<file path="src/sv/scpm_pkg.sv">
// Shared types and constants for the servo command to PWM mapper.
// No dependencies; scpm_map, the top level and the checker import this package.
`default_nettype none

package scpm_pkg;

  // Operation codes carried by in_func.
  typedef enum logic [2:0] {
    FUNC_INIT     = 3'd0,
    FUNC_UPDATE   = 3'd1,
    FUNC_SETPOINT = 3'd2,
    FUNC_ARM      = 3'd3,
    FUNC_TICK     = 3'd4
  } func_t;

  // Sequencer states of the top level.
  typedef enum logic [2:0] {
    S_IDLE,
    S_INIT_OUT,
    S_PAR,
    S_SRC,
    S_MUL,
    S_DIV,
    S_OUT
  } state_t;

  // One entry of the per-channel parameter memory.
  typedef struct packed {
    logic [7:0]  src;
    logic [15:0] pmin;
    logic [15:0] pmax;
    logic [15:0] pdef;
  } par_t;

  localparam int unsigned PAR_W       = $bits(par_t);
  localparam logic [31:0] ARM_HOLD_MS = 32'd500;
  localparam logic [12:0] CMD_TOP     = 13'd8191;
  localparam logic [15:0] SP_INIT     = 16'hFFFF;

endpackage

`default_nettype wire

</file>
<file path="src/sv/scpm_ram.sv">
// Single-port-write, single-port-read synchronous memory; the read data is registered.
// Entries carry a valid bit cleared by reset; an entry never written reads as zero.
`default_nettype none

module scpm_ram #(
  parameter int unsigned WIDTH = 16,
  parameter int unsigned DEPTH = 16,
  localparam int unsigned AW = (DEPTH > 1) ? $clog2(DEPTH) : 1
) (
  input  logic             clk,
  input  logic             rst_n,
  input  logic             we,
  input  logic [AW-1:0]    waddr,
  input  logic [WIDTH-1:0] wdata,
  input  logic             re,
  input  logic [AW-1:0]    raddr,
  output logic [WIDTH-1:0] rdata
);

  logic [WIDTH-1:0] mem [DEPTH];
  logic [DEPTH-1:0] vld_r;
  logic [WIDTH-1:0] rdata_r;
  logic             rvld_r;

  always_ff @(posedge clk) begin
    if (we) begin
      mem[waddr] <= wdata;
    end
    if (re) begin
      rdata_r <= mem[raddr];
    end
  end

  always_ff @(posedge clk) begin
    if (!rst_n) begin
      vld_r  <= '0;
      rvld_r <= 1'b0;
    end else begin
      if (we) begin
        vld_r[waddr] <= 1'b1;
      end
      if (re) begin
        rvld_r <= vld_r[raddr];
      end
    end
  end

  assign rdata = rvld_r ? rdata_r : '0;

endmodule

`default_nettype wire

</file>
<file path="src/sv/scpm_map.sv">
// Two-stage command to pulse width mapping: multiply, then divide by 8191 and clamp.
// Depends on scpm_pkg for the parameter entry type and constants.
`default_nettype none

module scpm_map (
  input  logic                clk,
  input  logic                mul_en,
  input  logic                div_en,
  input  logic signed [15:0]  sp_val,
  input  logic                sp_ok,
  input  scpm_pkg::par_t      par,
  input  logic                disarmed,
  output logic [15:0]         pw
);
  import scpm_pkg::*;

  typedef enum logic [1:0] {SEL_DEF, SEL_LO, SEL_HI, SEL_LIN} sel_t;

  sel_t               sel_nxt, sel_r;
  logic signed [15:0] v;
  logic signed [16:0] diff;
  logic               neg_nxt, neg_r;
  logic [15:0]        dmag;
  logic [12:0]        vmag;
  logic [15:0]        lo_r, hi_r, def_r;
  logic [28:0]        mag_r;

  logic [15:0]        quo_a;
  logic [16:0]        s;
  logic [13:0]        t;
  logic               ge, rnz;
  logic [16:0]        q, qc;
  logic signed [17:0] res, rmin, rmax, rcl;
  logic [15:0]        amin, amax;
  logic [15:0]        pw_nxt, pw_r;

  // Stage one: classify the command and form |v * (max - min)|.
  always_comb begin
    v       = sp_ok ? sp_val : '0;
    diff    = $signed({1'b0, par.pmax}) - $signed({1'b0, par.pmin});
    neg_nxt = diff[16];
    dmag    = neg_nxt ? 16'(-diff) : diff[15:0];
    vmag    = v[12:0];
    if (disarmed || v < 0 || v > $signed(16'(CMD_TOP))) begin
      sel_nxt = SEL_DEF;
    end else if (v == 0) begin
      sel_nxt = SEL_LO;
    end else if (v == $signed(16'(CMD_TOP))) begin
      sel_nxt = SEL_HI;
    end else begin
      sel_nxt = SEL_LIN;
    end
  end

  always_ff @(posedge clk) begin
    if (mul_en) begin
      sel_r <= sel_nxt;
      neg_r <= neg_nxt;
      lo_r  <= par.pmin;
      hi_r  <= par.pmax;
      def_r <= par.pdef;
      mag_r <= vmag * dmag;
    end
  end

  // Stage two: m = a*8192 + b = (a + s1)*8191 + t with t below 2*8191,
  // so the quotient needs only adds and one compare.
  always_comb begin
    quo_a = mag_r[28:13];
    s     = {1'b0, quo_a} + {4'b0, mag_r[12:0]};
    t     = {10'b0, s[16:13]} + {1'b0, s[12:0]};
    ge    = t >= {1'b0, CMD_TOP};
    rnz   = ge ? (t != {1'b0, CMD_TOP}) : (t != '0);
    q     = {1'b0, quo_a} + {13'b0, s[16:13]} + {16'b0, ge};
    qc    = q + {16'b0, rnz};
    // Negative slope rounds toward minus infinity, so the magnitude rounds up.
    res   = neg_r ? ($signed({2'b0, lo_r}) - $signed({1'b0, qc}))
                  : ($signed({2'b0, lo_r}) + $signed({1'b0, q}));
    amin  = (lo_r < hi_r) ? lo_r : hi_r;
    amax  = (lo_r < hi_r) ? hi_r : lo_r;
    rmin  = $signed({2'b0, amin});
    rmax  = $signed({2'b0, amax});
    if (res < rmin) begin
      rcl = rmin;
    end else if (res > rmax) begin
      rcl = rmax;
    end else begin
      rcl = res;
    end
    case (sel_r)
      SEL_DEF: pw_nxt = def_r;
      SEL_LO:  pw_nxt = lo_r;
      SEL_HI:  pw_nxt = hi_r;
      default: pw_nxt = rcl[15:0];
    endcase
  end

  always_ff @(posedge clk) begin
    if (div_en) begin
      pw_r <= pw_nxt;
    end
  end

  assign pw = pw_r;

endmodule

`default_nettype wire

</file>
<file path="src/sv/servo_command_to_pwm_mapper_top.sv">
// Top level of the servo command to PWM mapper: sequencer, arming timer and output register.
// Depends on scpm_pkg, scpm_ram (setpoint and parameter memories) and scpm_map.
//
//   Channel  | Direction | Handshake             | Beat contents
//   ---------+-----------+-----------------------+------------------------------------------
//   in_      | input     | in_valid / in_ready   | one command (func plus its operands)
//   out_     | output    | out_valid / out_ready | one channel pulse width, last flag
//
// Init, update, set setpoint and set arming execute in the cycle their beat is taken;
// in_ready stays high unless a tick is being worked or an init result waits for space.
// A tick walks the channels one at a time through both memories: parameter read, setpoint
// read, multiply, divide and output load; the output load waits for a free output slot.
// Reset (rst_n low, synchronous) clears all memory valid bits, the init flags, the arming
// time and the output valid flag; no clearing pass is needed.
// A result sitting in the output register does not block the next command beat.
`default_nettype none

module servo_command_to_pwm_mapper_top #(
  parameter int unsigned NUM_CHANNELS  = 8,
  parameter int unsigned NUM_SETPOINTS = 16
) (
  input  logic               clk,
  input  logic               rst_n,
  input  logic               in_valid,
  output logic               in_ready,
  input  logic [2:0]         in_func,
  input  logic [2:0]         in_channel,
  input  logic [7:0]         in_map_source,
  input  logic [15:0]        in_pulse_min,
  input  logic [15:0]        in_pulse_max,
  input  logic [15:0]        in_pulse_default,
  input  logic [7:0]         in_setpoint_index,
  input  logic signed [15:0] in_command_value,
  input  logic               in_arm_flag,
  input  logic [31:0]        in_now_ms,
  output logic               out_valid,
  input  logic               out_ready,
  output logic [2:0]         out_channel_index,
  output logic [15:0]        out_pulse_width,
  output logic               out_last
);
  import scpm_pkg::*;

  localparam int unsigned CH_AW = (NUM_CHANNELS > 1) ? $clog2(NUM_CHANNELS) : 1;
  localparam int unsigned SP_AW = (NUM_SETPOINTS > 1) ? $clog2(NUM_SETPOINTS) : 1;

  state_t                  state_r, state_nxt;
  logic [CH_AW-1:0]        ch_cnt_r, ch_cnt_nxt;
  logic [31:0]             arm_time_r, arm_time_nxt;
  logic                    disarm_r, disarm_nxt;
  logic [NUM_CHANNELS-1:0] init_r, init_nxt;
  logic                    out_valid_r, out_valid_nxt;
  logic [2:0]              out_ch_r, out_ch_nxt;
  logic [15:0]             out_pw_r, out_pw_nxt;
  logic                    out_last_r, out_last_nxt;
  logic [2:0]              pend_ch_r, pend_ch_nxt;
  logic [15:0]             pend_pw_r, pend_pw_nxt;

  // Memory ports.
  logic                    par_we, par_re;
  logic [CH_AW-1:0]        par_waddr, par_raddr;
  par_t                    par_wdata, par_rd;
  logic [PAR_W-1:0]        par_rdata;
  logic                    sp_we, sp_re;
  logic [SP_AW-1:0]        sp_waddr, sp_raddr;
  logic [15:0]             sp_wdata, sp_rdata;

  logic                    ch_ok, src_ok, idx_ok, rd_src_ok, tick_last, out_free;
  logic [15:0]             map_pw;

  scpm_ram #(.WIDTH(PAR_W), .DEPTH(NUM_CHANNELS)) u_par_ram (
    .clk   (clk),
    .rst_n (rst_n),
    .we    (par_we),
    .waddr (par_waddr),
    .wdata (par_wdata),
    .re    (par_re),
    .raddr (par_raddr),
    .rdata (par_rdata)
  );

  scpm_ram #(.WIDTH(16), .DEPTH(NUM_SETPOINTS)) u_sp_ram (
    .clk   (clk),
    .rst_n (rst_n),
    .we    (sp_we),
    .waddr (sp_waddr),
    .wdata (sp_wdata),
    .re    (sp_re),
    .raddr (sp_raddr),
    .rdata (sp_rdata)
  );

  assign par_rd = par_t'(par_rdata);

  scpm_map u_map (
    .clk      (clk),
    .mul_en   (state_r == S_MUL),
    .div_en   (state_r == S_DIV),
    .sp_val   ($signed(sp_rdata)),
    .sp_ok    (rd_src_ok),
    .par      (par_rd),
    .disarmed (disarm_r),
    .pw       (map_pw)
  );

  always_comb begin
    ch_ok     = 32'(in_channel) < NUM_CHANNELS;
    src_ok    = 32'(in_map_source) < NUM_SETPOINTS;
    idx_ok    = 32'(in_setpoint_index) < NUM_SETPOINTS;
    rd_src_ok = 32'(par_rd.src) < NUM_SETPOINTS;
    tick_last = 32'(ch_cnt_r) == NUM_CHANNELS - 1;
    out_free  = !out_valid_r || out_ready;
  end

  // Sequencer. Memory writes happen only in idle, reads only while a tick is
  // walked, and no beat is taken during a tick, so accesses never overlap.
  always_comb begin
    state_nxt     = state_r;
    ch_cnt_nxt    = ch_cnt_r;
    arm_time_nxt  = arm_time_r;
    disarm_nxt    = disarm_r;
    init_nxt      = init_r;
    out_valid_nxt = out_valid_r && !out_ready;
    out_ch_nxt    = out_ch_r;
    out_pw_nxt    = out_pw_r;
    out_last_nxt  = out_last_r;
    pend_ch_nxt   = pend_ch_r;
    pend_pw_nxt   = pend_pw_r;
    par_we        = 1'b0;
    par_waddr     = CH_AW'(in_channel);
    par_wdata     = '{src: in_map_source, pmin: in_pulse_min, pmax: in_pulse_max,
                      pdef: in_pulse_default};
    par_re        = 1'b0;
    par_raddr     = ch_cnt_r;
    sp_we         = 1'b0;
    sp_waddr      = SP_AW'(in_setpoint_index);
    sp_wdata      = in_command_value;
    sp_re         = 1'b0;
    sp_raddr      = SP_AW'(par_rd.src);
    in_ready      = 1'b0;

    unique case (state_r)
      S_IDLE: begin
        in_ready = 1'b1;
        if (in_valid) begin
          unique case (in_func)
            FUNC_INIT: begin
              if (ch_ok) begin
                par_we = 1'b1;
                if (src_ok) begin
                  sp_we    = 1'b1;
                  sp_waddr = SP_AW'(in_map_source);
                  sp_wdata = SP_INIT;
                end
                if (!init_r[CH_AW'(in_channel)]) begin
                  init_nxt[CH_AW'(in_channel)] = 1'b1;
                  if (out_free) begin
                    out_valid_nxt = 1'b1;
                    out_ch_nxt    = in_channel;
                    out_pw_nxt    = in_pulse_default;
                    out_last_nxt  = 1'b1;
                  end else begin
                    pend_ch_nxt = in_channel;
                    pend_pw_nxt = in_pulse_default;
                    state_nxt   = S_INIT_OUT;
                  end
                end
              end
            end
            FUNC_UPDATE: begin
              par_we = ch_ok;
            end
            FUNC_SETPOINT: begin
              sp_we = idx_ok;
            end
            FUNC_ARM: begin
              arm_time_nxt = in_arm_flag ? in_now_ms : '0;
            end
            FUNC_TICK: begin
              disarm_nxt = 32'(arm_time_r + ARM_HOLD_MS) < in_now_ms;
              ch_cnt_nxt = '0;
              state_nxt  = S_PAR;
            end
            default: begin
            end
          endcase
        end
      end
      S_INIT_OUT: begin
        if (out_free) begin
          out_valid_nxt = 1'b1;
          out_ch_nxt    = pend_ch_r;
          out_pw_nxt    = pend_pw_r;
          out_last_nxt  = 1'b1;
          state_nxt     = S_IDLE;
        end
      end
      S_PAR: begin
        par_re    = 1'b1;
        state_nxt = S_SRC;
      end
      S_SRC: begin
        sp_re     = rd_src_ok;
        state_nxt = S_MUL;
      end
      S_MUL: begin
        state_nxt = S_DIV;
      end
      S_DIV: begin
        state_nxt = S_OUT;
      end
      S_OUT: begin
        if (out_free) begin
          out_valid_nxt = 1'b1;
          out_ch_nxt    = 3'(ch_cnt_r);
          out_pw_nxt    = map_pw;
          out_last_nxt  = tick_last;
          if (tick_last) begin
            state_nxt = S_IDLE;
          end else begin
            ch_cnt_nxt = CH_AW'(ch_cnt_r + 1'b1);
            state_nxt  = S_PAR;
          end
        end
      end
      default: begin
        state_nxt = S_IDLE;
      end
    endcase
  end

  always_ff @(posedge clk) begin
    if (!rst_n) begin
      state_r <= S_IDLE;
    end else begin
      state_r <= state_nxt;
    end
  end

  always_ff @(posedge clk) begin
    if (!rst_n) begin
      arm_time_r  <= '0;
      init_r      <= '0;
      out_valid_r <= 1'b0;
      disarm_r    <= 1'b0;
      ch_cnt_r    <= '0;
    end else begin
      arm_time_r  <= arm_time_nxt;
      init_r      <= init_nxt;
      out_valid_r <= out_valid_nxt;
      disarm_r    <= disarm_nxt;
      ch_cnt_r    <= ch_cnt_nxt;
    end
  end

  always_ff @(posedge clk) begin
    out_ch_r   <= out_ch_nxt;
    out_pw_r   <= out_pw_nxt;
    out_last_r <= out_last_nxt;
    pend_ch_r  <= pend_ch_nxt;
    pend_pw_r  <= pend_pw_nxt;
  end

  assign out_valid         = out_valid_r;
  assign out_channel_index = out_ch_r;
  assign out_pulse_width   = out_pw_r;
  assign out_last          = out_last_r;

endmodule

`default_nettype wire

</file>
<file path="config.mk">
export PLATFORM = sky130hd
export DESIGN_NAME = servo_command_to_pwm_mapper_top
export DESIGN_NICKNAME = d
export VERILOG_FILES = /design/src/sv/scpm_pkg.sv /design/src/sv/scpm_ram.sv /design/src/sv/scpm_map.sv /design/src/sv/servo_command_to_pwm_mapper_top.sv
export SDC_FILE = /design/constraint.sdc
export NUM_CORES = 2
export LEC_CHECK = 0
export BUFFER_PORTS_ARGS = -buffer_cell sky130_fd_sc_hd__buf_2
export CAP_MARGIN = 20
export CORE_ASPECT_RATIO = 1.1
export CORE_MARGIN = 10
export CORE_UTILIZATION = 42
export DETAILED_ROUTE_END_ITERATION = 6
export GPL_ROUTABILITY_DRIVEN = 0
export GPL_TIMING_DRIVEN = 1
export PLACE_DENSITY = 0.57
export SYNTH_ARGS = -nofsm -noshare
export SYNTH_HDL_FRONTEND = slang
export SYNTH_SLANG_ARGS = --single-unit
</file>
<file path="constraint.sdc">
create_clock -name clk -period 28.7 [get_ports clk]
set_clock_uncertainty 0.2 [all_clocks]
set_input_delay 2.87 -clock clk [delete_from_list [all_inputs] [get_ports clk]]
set_output_delay 2.87 -clock clk [all_outputs]
set_load 0.1 [all_outputs]
</file>
==> summary.txt <==
Status
  – Status: finished, final reports clean

Power and ir drop
  – Leakage: 20.92 nW
  – PwrDens: 58.36 mW/mm2
  – Power Total: 3.326 mW
  – Worst VDD drop: 0.05634 mV

Place
  – Dpl hpwl: 83.45 mm
  – Dpl cells: 5446
  – Count of buffers from port buffering: 144

Logic synthesis
  – Most used DFF post-synth: edfxtp_1
  – Xor/xnor share of the synthesized area: 2.286%
  – Leading area contributor after synthesis: edfxtp_1
  – Async SR Flop Fraction: 0%
  – Post-Syn Nets: 4292
  – Synth area leaders: edfxtp_1 (54%), fa_1 (6.3%), ha_1 (5.2%)
  – Post-synth EDFFs: 911
  – Synth Area in Simple Gates: 8.671%
  – Post-synthesis mux area share: 9.466%
  – Post-synth top area share: 53.69%
  – Synth unique cells: 84
  – Compound-Gate Fraction of Synth Area: 8.150%
  – Synthesis Warnings: 0
  – Largest family of logic cells by synthesized area: adder cells
  – Post-synthesis adder-cell area fraction: 11.44%
  – Syn Area/Cell: 13.41 um2
  – Synthesized flop and latch total: 985
  – Post-synthesis cell area: 0.05095 mm2
  – Post-synthesis sequential area ratio: 56.60%
  – Cells after Synth: 3799

Timing
  – RSZ-0062 raised after global routing: false
  – Slew headroom: 27.36%
  – Max frequency: 80.16 MHz
  – Tcrit/Tclk final: 43.46%
  – Final setup viols: 0
  – Hold Fails Final Rpt: 0
  – Slew Limit Fails: 0
  – Fin crit period: 12.47 ns
  – TNS Setup: 0 ns
  – Worst-Margin Slew: 1.090 ns

Floorplan
  – Overall die height: 385.3 um
  – Core area: 0.1200 mm2
  – DIE AREA: 0.1357 mm2
  – Top Ports: 145
  – Overall die width: 352.1 um
  – Row count: 133
  – Initial Util: 42.47%

Clock network
  – Post-cts sizing count: 0
  – CTS buffer count: 101
  – Clock root cell: clkbuf_16
  – Worst-path clk slew: 0.07 ns
  – H-tree depth: 3
  – CTS Sinks: 985
  – Setup repair bufs after CTS: 0
  – Hold-fix buffers at CTS: 0
  – TritonCTS clock tree: done
  – Worst skew pair latency: 0.73 ns
  – Clk buf depth: 3

Critical path
  – Critical-path top delay cell: o221ai_2
  – Crit-path max cell delay: 0.66 ns
  – WP data required: 28.96 ns
  – Crit Path Max Fanout: 17
  – Crit Path Category: flop to flop
  – Critical path capture point type: flop
  – Startpoint Class: flop
  – CP arrival: 12.73 ns

GRT
  – Vias in the first global route: 31320
  – Largest net degree at the start of global routing: 63
  – Total gr overflow: 0
  – First-pass GRT wire length: 195.4 mm
  – Overall global routing resource usage: 18.69%
  – Initial antenna violation count: 18

Layout
  – Area Growth Syn to Fin: 11.85%
  – Share of cells above drive strength 1: 17.36%
  – Finished Layout Cells: 5635
  – Final nets: 4423
  – Filler cells: 10620

Job
  – MaxCap Viol Count: 0

Detailed routing
  – Via density: 5.484
  – DRC viols: 0
  – Initial DRT Pass Iterations: 6
  – DRT antenna net count: 0
  – DRC violation total after the first TritonRoute iteration: 2473
  – Routed via count: 30900
  – Final Routed Wirelength: 128.8 mm
  – Mean routed wirelength per cell: 22.86 um

Worst hold path
  – Hold Crit Class: flop to flop
==> cell families (layout without fill, tap and decap cells) <==
| family | Yosys count | in the layout |
|---|---|---|
| flip-flops | 985 | 985 |
| AND/OR/NAND/NOR | 930 | 930 |
| AO/OA/AOI/OAI | 613 | 613 |
| buffers and inverters | 448 | 659 |
| adder cells (fa/ha/maj) | 370 | 370 |
| multiplexers | 320 | 320 |
| XOR/XNOR | 133 | 133 |
| other | 0 | 5 |
==> power breakdown <==
part	switching, mW	internal [mW]	leakage (nW)	total, mW
logic	0.294	0.127	10.5	0.420
registers	0.00791	1.58	8.81	1.59
clock network	0.567	0.747	1.61	1.31
==> final cells by class <==
type | count | area, um2 | area share, %
Sequential cell | 985 | 28850 | 50.62
Multi-Input combinational cell | 2366 | 20560 | 36.08
Clock buffer | 121 | 2624 | 4.604
Tap cell | 1620 | 2027 | 3.557
Timing Repair Buffer | 210 | 1236 | 2.169
Inverter | 266 | 998.5 | 1.752
Clock inverter | 62 | 676.9 | 1.188
Antenna cell | 5 | 12.51 | 0.02195
==> synth_stat cells (all sizes together) (49+ instances only) <==
library cell    n
edfxtp        911
nand2         300
inv           265
nor2          230
ha            210
a21oi         204
fa            160
clkbuf        154
mux2          142
mux4          115
o21ai          94
xnor2          93
nand3          80
dfxtp          74
mux2i          63
nor2b          58
a21o           49
==> cell usage in the layout (no fill, tap or decap), drive strengths merged, types with 21 or more instances in the layout <==
cell type  netlist  routed
clkbuf         154     121
and3            35      35
a21oi          204     204
o21ai           94      94
a22oi           39      39
buf             28     210
inv            265     270
fa             160     160
a31oi           21      21
nand4           21      21
nor3            46      46
mux2i           63      63
xor2            40      40
ha             210     210
and2            42      42
a21o            49      49
nand2b          46      46
xnor2           93      93
dfxtp           74      74
mux2           142     142
edfxtp         911     911
nor2           230     230
nand3           80      80
mux4           115     115
nor2b           58      58
clkinv           1      43
a211oi          30      30
nand2          300     300
==> layer usage <==
metal / vias up / global-route usage [%] / part of all wire (%)
met5: - / 0 / 0.061
met4: 10 / 5.241 / 2.2
met3: 170 / 2.966 / 6.0
met2: 829 / 30.29 / 47
met1: 15580 / 26.00 / 45
li1: 14310 / - / -
==> metrics by stage <==
stage	setup slack [ns]	hold WS, ns	cell area, um2	util, %
2_1_floorplan	18.17	0.2268	50950	-
3_3_place_gp	16.51	0.2339	53650	44.71
3_5_place_dp	16.33	0.2429	53650	44.71
4_1_cts	16.25	0.2509	56950	47.47
5_1_grt	15.15	0.2760	56980	47.49
6_report	16.23	0.2472	56990	47.50
==> sequential cells by signal (all words and copies together) (netlist names), 29 cells and up <==
| register | flops |
|---|---|
| u_par_ram.mem | 448 |
| arm_time_r | 32 |
| u_par_ram.rdata_r | 56 |
| u_map.mag_r | 29 |
| u_sp_ram.mem | 256 |
==> worst max-delay path: cells and delay by family (launching register included) <==
family          cells  cell delay (ns)
xor+xnor            5             1.30
buf+inv             3             0.55
simple gates       13             1.98
compound gates     22             5.19
flops               1             0.37
fa+ha+maj           7             2.67
==> final timing paths <==
kind	start	endpoint	slack, ns	cells past startpoint
setup / recovery	u_map.mag_r[13]	u_map.pw[6]	16.23	50
hold / removal	arm_time_r[0]	arm_time_r[0]	0.25	2
setup reg to reg	u_map.mag_r[13]	u_map.pw[6]	16.23	50
hold reg to reg	arm_time_r[0]	arm_time_r[0]	0.25	2
No activity file was read; power rests on OpenSTA's default activity.
